==> src/hdl/skf_pkg.sv <==
// Shared constants, types and codes for the scalar Kalman filter.
// No dependencies; used by scalar_kalman_filter_top, skf_check_pkg and tb_top.
package skf_pkg;

    localparam int DATA_W = 32;
    localparam int FRAC_W = 16;
    localparam int GAIN_W = FRAC_W + 1;
    localparam int STEPS  = GAIN_W;
    localparam int CNT_W  = $clog2(STEPS + 1);

    localparam logic [GAIN_W-1:0] GAIN_ONE = GAIN_W'(1) << FRAC_W;

    localparam logic [DATA_W-1:0] PN_RESET  = DATA_W'(66);
    localparam logic [DATA_W-1:0] MN_RESET  = DATA_W'(1) << FRAC_W;
    localparam logic [DATA_W-1:0] VAR_RESET = DATA_W'(1) << FRAC_W;

    typedef enum logic [5:0] {
        ST_IDLE = 6'b000001,
        ST_PREP = 6'b000010,
        ST_SUM  = 6'b000100,
        ST_DIV  = 6'b001000,
        ST_MUL  = 6'b010000,
        ST_FIN  = 6'b100000
    } state_t;

    typedef enum logic [1:0] {
        REG_PROCESS_NOISE     = 2'd0,
        REG_MEASUREMENT_NOISE = 2'd1,
        REG_INITIAL_ESTIMATE  = 2'd2,
        REG_INITIAL_VARIANCE  = 2'd3
    } cfg_index_t;

endpackage

==> src/hdl/scalar_kalman_filter_top.sv <==
// Scalar Kalman filter, Q16.16 fixed point, bit-serial divider and multipliers.
// Depends on skf_pkg.
//
// Usage:
//   Input channel (in_valid/in_ready/sample) carries one signed Q16.16 request.
//   Output channel (out_valid/out_ready/estimate/variance/gain) carries one
//   result per request: new estimate, new variance and the Q1.16 gain used.
//   Configuration (cfg_wr_en, cfg_index, cfg_wdata) is written only while the
//   block is idle; writing initial_estimate or initial_variance reloads state.
//
// Sequence: a request passes through PREP (grow the variance, form the
//   innovation), SUM (form the divisor), DIV (the restoring divider) and MUL (the
//   two shift-add multipliers, one gain bit per cycle each, so the gain width sets
//   both step counts), then FIN, which saturates into the output register. Result
//   valid and in_ready both return when FIN completes, so a new request is
//   accepted only once the previous one has finished.
//
// Reset: estimate 0, variance one, noise registers to their defaults. A stalled
//   receiver holds the result in the output register; the next request runs up
//   to its final step and waits there until the output register frees.
module scalar_kalman_filter_top (
    input  logic                               clk,
    input  logic                               rst_n,
    input  logic                               in_valid,
    output logic                               in_ready,
    input  logic signed [skf_pkg::DATA_W-1:0]  sample,
    output logic                               out_valid,
    input  logic                               out_ready,
    output logic signed [skf_pkg::DATA_W-1:0]  estimate,
    output logic        [skf_pkg::DATA_W-1:0]  variance,
    output logic        [skf_pkg::GAIN_W-1:0]  gain,
    input  logic                               cfg_wr_en,
    input  logic        [1:0]                  cfg_index,
    input  logic        [skf_pkg::DATA_W-1:0]  cfg_wdata
);

    localparam int DW = skf_pkg::DATA_W;
    localparam int GW = skf_pkg::GAIN_W;
    localparam int CW = skf_pkg::CNT_W;

    // control and state
    skf_pkg::state_t        state_reg, state_next;
    logic [CW-1:0]          cnt_reg, cnt_next;
    logic                   out_valid_reg, out_valid_next;
    logic [DW-1:0]          pn_reg, pn_next;
    logic [DW-1:0]          mn_reg, mn_next;
    logic signed [DW-1:0]   est_reg, est_next;
    logic [DW-1:0]          var_reg, var_next;

    // datapath
    logic signed [DW-1:0]   z_reg;
    logic [DW-1:0]          p_reg;
    logic [DW:0]            s_reg;
    logic signed [DW:0]     diff_reg;
    logic [DW+1:0]          rem_reg;
    logic [GW-1:0]          q_reg;
    logic [GW-1:0]          k_sr_reg;
    logic [GW-1:0]          omk_sr_reg;
    logic [GW-1:0]          gain_reg;
    logic signed [DW+1:0]   macc_reg;
    logic                   mbit_reg;
    logic [DW:0]            vacc_reg;
    logic                   vbit_reg;
    logic signed [DW-1:0]   out_est_reg;
    logic [DW-1:0]          out_var_reg;
    logic [GW-1:0]          out_gain_reg;

    logic                   last_step;
    logic                   out_free;
    logic                   fin_fire;

    // variance grown by process noise, saturating
    logic [DW:0]            psum;
    logic [DW-1:0]          p_sat;

    // restoring divider step
    logic [DW+1:0]          cand;
    logic                   ge;
    logic [GW-1:0]          q_step;
    logic [GW-1:0]          k_val;

    // multiplier steps
    logic signed [DW+1:0]   msum;
    logic [DW:0]            vsum;

    // final estimate
    logic signed [DW+2:0]   delta;
    logic signed [DW+3:0]   est_wide;
    logic signed [DW-1:0]   est_sat;
    logic [DW-1:0]          var_new;

    assign in_ready  = (state_reg == skf_pkg::ST_IDLE);
    assign out_valid = out_valid_reg;
    assign estimate  = out_est_reg;
    assign variance  = out_var_reg;
    assign gain      = out_gain_reg;

    assign last_step = (cnt_reg == CW'(skf_pkg::STEPS - 1));
    assign out_free  = !out_valid_reg || out_ready;
    assign fin_fire  = (state_reg == skf_pkg::ST_FIN) && out_free;

    assign psum  = {1'b0, var_reg} + {1'b0, pn_reg};
    assign p_sat = psum[DW] ? {DW{1'b1}} : psum[DW-1:0];

    // first step compares without shifting, later steps shift left first
    assign cand   = (cnt_reg == '0) ? rem_reg : {rem_reg[DW:0], 1'b0};
    assign ge     = (cand >= {1'b0, s_reg});
    assign q_step = {q_reg[GW-2:0], ge};
    assign k_val  = (s_reg == '0) ? '0 : q_step;

    // signed shift-add: add the innovation when the gain bit is set, halve
    assign msum = macc_reg + (k_sr_reg[0] ? {diff_reg[DW], diff_reg} : '0);
    assign vsum = vacc_reg + (omk_sr_reg[0] ? {1'b0, p_reg} : '0);

    // product >> FRAC bits = accumulator * 2 + last bit shifted out
    assign delta    = {macc_reg, mbit_reg};
    assign est_wide = {{4{est_reg[DW-1]}}, est_reg} + {delta[DW+2], delta};
    assign var_new  = {vacc_reg[DW-2:0], vbit_reg};

    always_comb
    begin
        if (est_wide[DW+3:DW-1] == '0 || est_wide[DW+3:DW-1] == '1)
        begin
            est_sat = est_wide[DW-1:0];
        end
        else if (est_wide[DW+3])
        begin
            est_sat = {1'b1, {(DW-1){1'b0}}};
        end
        else
        begin
            est_sat = {1'b0, {(DW-1){1'b1}}};
        end
    end

    // sequencer and configuration
    always_comb
    begin
        state_next     = state_reg;
        cnt_next       = cnt_reg;
        out_valid_next = out_valid_reg;
        pn_next        = pn_reg;
        mn_next        = mn_reg;
        est_next       = est_reg;
        var_next       = var_reg;

        if (out_valid_reg && out_ready)
        begin
            out_valid_next = 1'b0;
        end

        unique case (state_reg)
            skf_pkg::ST_IDLE:
            begin
                if (cfg_wr_en)
                begin
                    unique case (skf_pkg::cfg_index_t'(cfg_index))
                        skf_pkg::REG_PROCESS_NOISE:     pn_next  = cfg_wdata;
                        skf_pkg::REG_MEASUREMENT_NOISE: mn_next  = cfg_wdata;
                        skf_pkg::REG_INITIAL_ESTIMATE:  est_next = cfg_wdata;
                        skf_pkg::REG_INITIAL_VARIANCE:  var_next = cfg_wdata;
                        default:                        pn_next  = pn_reg;
                    endcase
                end
                if (in_valid)
                begin
                    state_next = skf_pkg::ST_PREP;
                end
            end
            skf_pkg::ST_PREP:
            begin
                state_next = skf_pkg::ST_SUM;
            end
            skf_pkg::ST_SUM:
            begin
                cnt_next   = '0;
                state_next = skf_pkg::ST_DIV;
            end
            skf_pkg::ST_DIV:
            begin
                cnt_next = cnt_reg + CW'(1);
                if (last_step)
                begin
                    cnt_next   = '0;
                    state_next = skf_pkg::ST_MUL;
                end
            end
            skf_pkg::ST_MUL:
            begin
                cnt_next = cnt_reg + CW'(1);
                if (last_step)
                begin
                    cnt_next   = '0;
                    state_next = skf_pkg::ST_FIN;
                end
            end
            skf_pkg::ST_FIN:
            begin
                if (out_free)
                begin
                    est_next       = est_sat;
                    var_next       = var_new;
                    out_valid_next = 1'b1;
                    state_next     = skf_pkg::ST_IDLE;
                end
            end
            default:
            begin
                state_next = skf_pkg::ST_IDLE;
            end
        endcase
    end

    always_ff @(posedge clk or negedge rst_n)
    begin
        if (!rst_n)
        begin
            state_reg     <= skf_pkg::ST_IDLE;
            cnt_reg       <= '0;
            out_valid_reg <= 1'b0;
            pn_reg        <= skf_pkg::PN_RESET;
            mn_reg        <= skf_pkg::MN_RESET;
            est_reg       <= '0;
            var_reg       <= skf_pkg::VAR_RESET;
        end
        else
        begin
            state_reg     <= state_next;
            cnt_reg       <= cnt_next;
            out_valid_reg <= out_valid_next;
            pn_reg        <= pn_next;
            mn_reg        <= mn_next;
            est_reg       <= est_next;
            var_reg       <= var_next;
        end
    end

    // datapath registers, no reset
    always_ff @(posedge clk)
    begin
        if (in_ready && in_valid)
        begin
            z_reg <= sample;
        end

        if (state_reg == skf_pkg::ST_PREP)
        begin
            p_reg    <= p_sat;
            diff_reg <= {z_reg[DW-1], z_reg} - {est_reg[DW-1], est_reg};
        end

        if (state_reg == skf_pkg::ST_SUM)
        begin
            s_reg   <= {1'b0, p_reg} + {1'b0, mn_reg};
            rem_reg <= {2'b00, p_reg};
            q_reg   <= '0;
        end

        if (state_reg == skf_pkg::ST_DIV)
        begin
            rem_reg <= ge ? (cand - {1'b0, s_reg}) : cand;
            q_reg   <= q_step;
            if (last_step)
            begin
                // load the gain and its complement into the multiplier shifters
                k_sr_reg   <= k_val;
                omk_sr_reg <= skf_pkg::GAIN_ONE - k_val;
                gain_reg   <= k_val;
                macc_reg   <= '0;
                mbit_reg   <= 1'b0;
                vacc_reg   <= '0;
                vbit_reg   <= 1'b0;
            end
        end

        if (state_reg == skf_pkg::ST_MUL)
        begin
            macc_reg   <= {msum[DW+1], msum[DW+1:1]};
            mbit_reg   <= msum[0];
            vacc_reg   <= {1'b0, vsum[DW:1]};
            vbit_reg   <= vsum[0];
            k_sr_reg   <= {1'b0, k_sr_reg[GW-1:1]};
            omk_sr_reg <= {1'b0, omk_sr_reg[GW-1:1]};
        end

        if (fin_fire)
        begin
            out_est_reg  <= est_sat;
            out_var_reg  <= var_new;
            out_gain_reg <= gain_reg;
        end
    end

endmodule

==> config.mk <==
export PLATFORM = sky130hd
export DESIGN_NAME = scalar_kalman_filter_top
export DESIGN_NICKNAME = d
export VERILOG_FILES = /design/src/hdl/skf_pkg.sv /design/src/hdl/scalar_kalman_filter_top.sv
export SDC_FILE = /design/constraint.sdc
export NUM_CORES = 1
export LEC_CHECK = 0
export BUFFER_PORTS_ARGS = -buffer_cell sky130_fd_sc_hd__buf_4
export CELL_PAD_IN_SITES_DETAIL_PLACEMENT = 1
export CELL_PAD_IN_SITES_GLOBAL_PLACEMENT = 2
export CORE_MARGIN = 2
export CORE_UTILIZATION = 41
export DETAILED_ROUTE_END_ITERATION = 16
export PLACE_DENSITY_LB_ADDON = 0.1
export SLEW_MARGIN = 20
export SYNTH_ARGS = -nofsm -noshare
export SYNTH_HDL_FRONTEND = slang
export SYNTH_SLANG_ARGS = --single-unit
==> constraint.sdc <==
create_clock -name clk -period 6.9 [get_ports clk]
set_input_delay 0.69 -clock clk [delete_from_list [all_inputs] [get_ports clk]]
set_output_delay 0.69 -clock clk [all_outputs]
set_load 0.05 [all_outputs]
==> impl_results.html <==
<table>
<tr><th>Metric</th><th>Value</th></tr>
<tr><th colspan="2">Outcome</th></tr>
<tr><td>Status</td><td>finished clean</td></tr>
<tr><th colspan="2">Timing</th></tr>
<tr><td>Skew final</td><td>25.9 ps</td></tr>
<tr><td>Setup Viol. Count Final</td><td>0</td></tr>
<tr><td>Transition time at the pin with the least slew margin</td><td>approximately 1100 ps</td></tr>
<tr><td>Setup TNS</td><td>0 ps</td></tr>
<tr><td>Period utilisation layout</td><td>0.829</td></tr>
<tr><td>Relative slew margins</td><td>0.289</td></tr>
<tr><td>RSZ-0062 raised after global routing</td><td>false</td></tr>
<tr><td>Achievable clock frequency</td><td>175 MHz</td></tr>
<tr><td>Min Clock Period, post-route</td><td>about 5700 ps</td></tr>
<tr><td>Count of final max-slew check failures</td><td>0</td></tr>
<tr><td>Hold Violations, Final</td><td>0</td></tr>
<tr><th colspan="2">Layout</th></tr>
<tr><td>Ratio of cells with drive above 1 in the final layout</td><td>0.134</td></tr>
<tr><td>Most frequent standard cell in the layout excluding fill and tap cells</td><td>edfxtp_1</td></tr>
<tr><td>Number of nets in the finished design</td><td>about 3500</td></tr>
<tr><td>Commonest cells after routing, fill and taps aside</td><td>edfxtp_1 (377), nand2_1 (251), nor2_1 (232)</td></tr>
<tr><td>Post-Layout Inst Area</td><td>~0.036 mm²</td></tr>
<tr><td>Area growth, synth to finish</td><td>14.8%</td></tr>
<tr><td>Number of inserted filler cells in the final layout</td><td>about 8500</td></tr>
<tr><th colspan="2">GRT</th></tr>
<tr><td>Antenna violations before repair</td><td>2</td></tr>
<tr><td>First-pass GRT wire length</td><td>~140 mm</td></tr>
<tr><td>Total congestion overflow</td><td>0</td></tr>
<tr><td>Overall track demand over capacity in global routing</td><td>0.235</td></tr>
<tr><td>Via count of the first global-routing pass</td><td>25500</td></tr>
<tr><td>Maximum number of pins on one net before global-route repair</td><td>86</td></tr>
<tr><th colspan="2">Yosys</th></tr>
<tr><td>Post-synthesis share of cell area spent on and, or, nand and nor gates</td><td>0.136</td></tr>
<tr><td>Synth Net Count</td><td>between 3000 and 4000</td></tr>
<tr><td>Compound-gate portion of the synthesized area</td><td>0.171</td></tr>
<tr><td>Share of synthesized flip-flops with an asynchronous set or reset</td><td>0.270</td></tr>
<tr><td>Count of mapped cells out of synthesis</td><td>between 3000 and 4000</td></tr>
<tr><td>Cell Area, Synth</td><td>0.0318 mm²</td></tr>
<tr><td>Xor/xnor cell area share of the yosys netlist</td><td>0.0518</td></tr>
<tr><td>Seq cells post-synth</td><td>519</td></tr>
<tr><td>Number of flops mapped to enable cells by yosys</td><td>around 380</td></tr>
<tr><td>Mean instance size in the synthesized netlist</td><td>10.3 µm²</td></tr>
<tr><td>Share of cell area taken by muxes after synthesis</td><td>0.0472</td></tr>
<tr><td>Arithmetic-cell share of the synthesized area counting full adders, half adders and majority gates</td><td>0.0954</td></tr>
<tr><td>Ys Warns</td><td>0</td></tr>
<tr><td>Fraction of the yosys area taken by sequential cells</td><td>0.468</td></tr>
<tr><td>Commonest register cell after synthesis</td><td>edfxtp_1</td></tr>
<tr><td>Combinational family with the most area after synthesis</td><td>compound AO/OA/AOI/OAI gates</td></tr>
<tr><td>Netlist cell types</td><td>86</td></tr>
<tr><th colspan="2">Worst setup path</th></tr>
<tr><td>Critical path data arrival time</td><td>between 6000 and 7000 ps</td></tr>
<tr><td>Master of the slowest instance on the critical path</td><td>or2_2</td></tr>
<tr><td>Most repeated library cell on the critical path</td><td>a21oi_1</td></tr>
<tr><td>Required arrival time at the worst endpoint</td><td>between 7000 and 8000 ps</td></tr>
<tr><td>Endpoint class of the critical path</td><td>flop</td></tr>
<tr><td>Crit Path Max Fanout</td><td>35</td></tr>
<tr><td>Cell Chain, Critical Path</td><td>inv_1 -&gt; ha_1 -&gt; nand2_1 -&gt; nor2_2 -&gt; buf_4 -&gt; mux2_2 -&gt; fa_1 -&gt; a21oi_1 -&gt; o211ai_1 -&gt; a21oi_1 -&gt; o21ai_2 -&gt; o22a_1 -&gt; o311a_1 -&gt; or2_2 -&gt; nand2_1 -&gt; ha_1 -&gt; o21ai_0 -&gt; nor2_1 -&gt; nand3_1 -&gt; xnor2_1 -&gt; a21oi_1</td></tr>
<tr><td>CP delay by family, top</td><td>compound AO/OA/AOI/OAI gates</td></tr>
<tr><td>Worst Setup Path Type</td><td>flop to flop</td></tr>
<tr><td>Kind of start point of the critical path</td><td>flop</td></tr>
<tr><td>Crit path buf inv count</td><td>2</td></tr>
<tr><td>Biggest cell delay along the critical path</td><td>approximately 460 ps</td></tr>
<tr><th colspan="2">Power and ir drop</th></tr>
<tr><td>Part of the total power dissipated in combinational logic</td><td>0.500</td></tr>
<tr><td>Clock power frac</td><td>0.215</td></tr>
<tr><td>Power Internal</td><td>around 10 mW</td></tr>
<tr><td>Static leakage</td><td>~15 nW</td></tr>
<tr><td>Total power per unit cell area</td><td>about 480 mW/mm²</td></tr>
<tr><td>Switching part of the total</td><td>0.409</td></tr>
<tr><td>Part of the power in registers</td><td>0.285</td></tr>
<tr><td>Peak supply drop</td><td>about 250 µV</td></tr>
<tr><td>Switching Power</td><td>7.10 mW</td></tr>
<tr><th colspan="2">Die</th></tr>
<tr><td>CORE AREA</td><td>0.0771 mm²</td></tr>
<tr><td>Die area</td><td>between 0.07 and 0.08 mm²</td></tr>
<tr><td>Width of the chip</td><td>about 280 µm</td></tr>
<tr><td>Core Rows</td><td>102</td></tr>
<tr><td>Height of the die</td><td>~280 µm</td></tr>
<tr><td>Number of primary I/O pins</td><td>154</td></tr>
<tr><td>Initial core utilization</td><td>0.412</td></tr>
<tr><th colspan="2">Worst hold path</th></tr>
<tr><td>Tightest Hold Check Type</td><td>primary input to async pin</td></tr>
<tr><th colspan="2">Placed design</th></tr>
<tr><td>Placement Cell Area</td><td>roughly 0.034 mm²</td></tr>
<tr><td>Detail Placement HPWL</td><td>about 71 mm</td></tr>
<tr><td>IO Port Bufs</td><td>153</td></tr>
<tr><td>Routability congestion estimate from global placement</td><td>0.924</td></tr>
<tr><th colspan="2">Route</th></tr>
<tr><td>Via count</td><td>between 20000 and 25000</td></tr>
<tr><td>Per-cell via count in the routed design</td><td>between 5 and 6</td></tr>
<tr><td>Number of search-and-repair iterations in the first detailed-routing pass</td><td>5</td></tr>
<tr><td>Remaining routing DRC violations</td><td>0</td></tr>
<tr><td>Post-route antenna net violation count</td><td>0</td></tr>
<tr><td>Total length of routed wires</td><td>approximately 93 mm</td></tr>
<tr><td>First DRT Iteration DRCs</td><td>between 1000 and 1500</td></tr>
<tr><td>Per-cell routed wire length</td><td>21.6 µm</td></tr>
<tr><th colspan="2">Clocking</th></tr>
<tr><td>Clock buffers created by TritonCTS</td><td>66</td></tr>
<tr><td>Root Driver</td><td>clkbuf_16</td></tr>
<tr><td>Number of gates given a new drive strength after cts</td><td>0</td></tr>
<tr><td>Insertion delay of the later-clocked pin in the worst-skew pair</td><td>620 ps</td></tr>
<tr><td>Max H-tree Level</td><td>3</td></tr>
<tr><td>Number of buffers added to fix hold violations after cts</td><td>0</td></tr>
<tr><td>TritonCTS clock tree</td><td>yes</td></tr>
<tr><td>Clock transition at the register clock pins on the worst setup and hold paths after CTS</td><td>around 60 ps</td></tr>
<tr><td># Post-CTS Setup Buffers</td><td>0</td></tr>
<tr><td>Clk sinks</td><td>519</td></tr>
<tr><td>Bufs on Longest Clock Path</td><td>3</td></tr>
<tr><th colspan="2">Run</th></tr>
<tr><td># Max-Cap Violations</td><td>0</td></tr>
</table>
## per-stage QoR
| step | power (mW) | hold slack, ps | setup WS, ps | utilization | cells |
|---|---|---|---|---|---|
| floorplan | 11.3 | 394 | 825 | - | 3074 |
| global placement | 13.3 | 405 | 1280 | 0.443 | 4195 |
| detailed placement | 13.6 | 406 | 1190 | 0.443 | 4195 |
| CTS | 17.5 | 163 | 1190 | 0.473 | 4313 |
| global route | 18.7 | 196 | 879 | 0.473 | 4313 |
| finish | 17.3 | 149 | 1180 | 0.473 | 4314 |
## synth_stat cells, types with 72 or more instances
| cell | number | area, µm² |
|---|---|---|
| a21o_1 | 84 | 631 |
| a21oi_1 | 221 | 1110 |
| and2_1 | 108 | 676 |
| clkbuf_1 | 72 | 270 |
| dfrtp_1 | 135 | 3380 |
| edfxtp_1 | 377 | 11300 |
| ha_1 | 231 | 2890 |
| inv_1 | 145 | 544 |
| mux2_2 | 103 | 1160 |
| nand2_1 | 254 | 953 |
| nor2_1 | 234 | 878 |
| o21ai_0 | 218 | 1090 |
| xnor2_1 | 118 | 1030 |
## power groups by stage
stage / clock (mW) / combinational [mW] / sequential [mW]
2_1_floorplan: 0 / 6.56 / 4.76
3_3_place_gp: 0 / 8.36 / 4.99
3_5_place_dp: 0 / 8.63 / 5.00
4_1_cts: 3.81 / 8.70 / 4.95
5_1_grt: 3.93 / 9.74 / 5.03
6_report: 3.73 / 8.67 / 4.95
## logic make-up (layout without fill, tap and decap cells)
group | Yosys count | in the layout
AOI/OAI and AO/OA | 853 | 853
xor gates and xnor gates | 188 | 188
adders and majority gates | 238 | 238
buffers and inverters | 245 | 444
DFF | 519 | 519
muxes | 137 | 137
other | 0 | 1
and+or+nand+nor | 894 | 894
## final cells by class
cell class | instances | area (µm²) | area share
clock inverters | 35 | 543 | 0.0149
well taps | 1040 | 1300 | 0.0357
flip-flops and latches | 519 | 14900 | 0.408
inverters | 145 | 544 | 0.0149
diodes | 1 | 2.50 | 0.0000686
multi-input cells | 2310 | 16000 | 0.440
repair buffers | 181 | 1360 | 0.0374
clock buffers | 83 | 1800 | 0.0493
## layer usage
| metal | vias up | global-route usage | wire, µm |
|---|---|---|---|
| met5 | - | 0 | 0 |
| met3 | 141 | 0.0277 | 2840 |
| met4 | 0 | 0.0775 | 2760 |
| met1 | 12100 | 0.315 | 43700 |
| met2 | 347 | 0.394 | 44000 |
| li1 | 11600 | - | - |
## worst reg2reg max path, stage by stage, from the launching register on
cell and delay, ps:
dfrtp_1 440, inv_1 90, ha_1 180, nand2_1 70, nor2_2 80, buf_4 450, mux2_2 480, fa_1 440
a21oi_1 240, o211ai_1 210, a21oi_1 250, o21ai_2 150, o22a_1 260, o311a_1 420, or2_2 460, nand2_1 200
ha_1 300, o21ai_0 210, nor2_1 200, nand3_1 110, xnor2_1 150, a21oi_1 80
## final timing paths
| check | start | endpoint | slack, ps | depth (start not counted) |
|---|---|---|---|---|
| worst max-delay path | cnt_reg[0] | omk_sr_reg[14] | 1180 | 21 |
| worst min-delay path | rst_n | est_reg[0] | 150 | 1 |
| worst max register to register | cnt_reg[0] | omk_sr_reg[14] | 1180 | 21 |
| worst min register to register | gain_reg[4] | gain[4] | 420 | 0 |
| max in group asynchronous | rst_n | pn_reg[12] | 5360 | 2 |
| min in group clk | sample[28] | z_reg[28] | 250 | 1 |
Power figures use the tool's default switching activity.
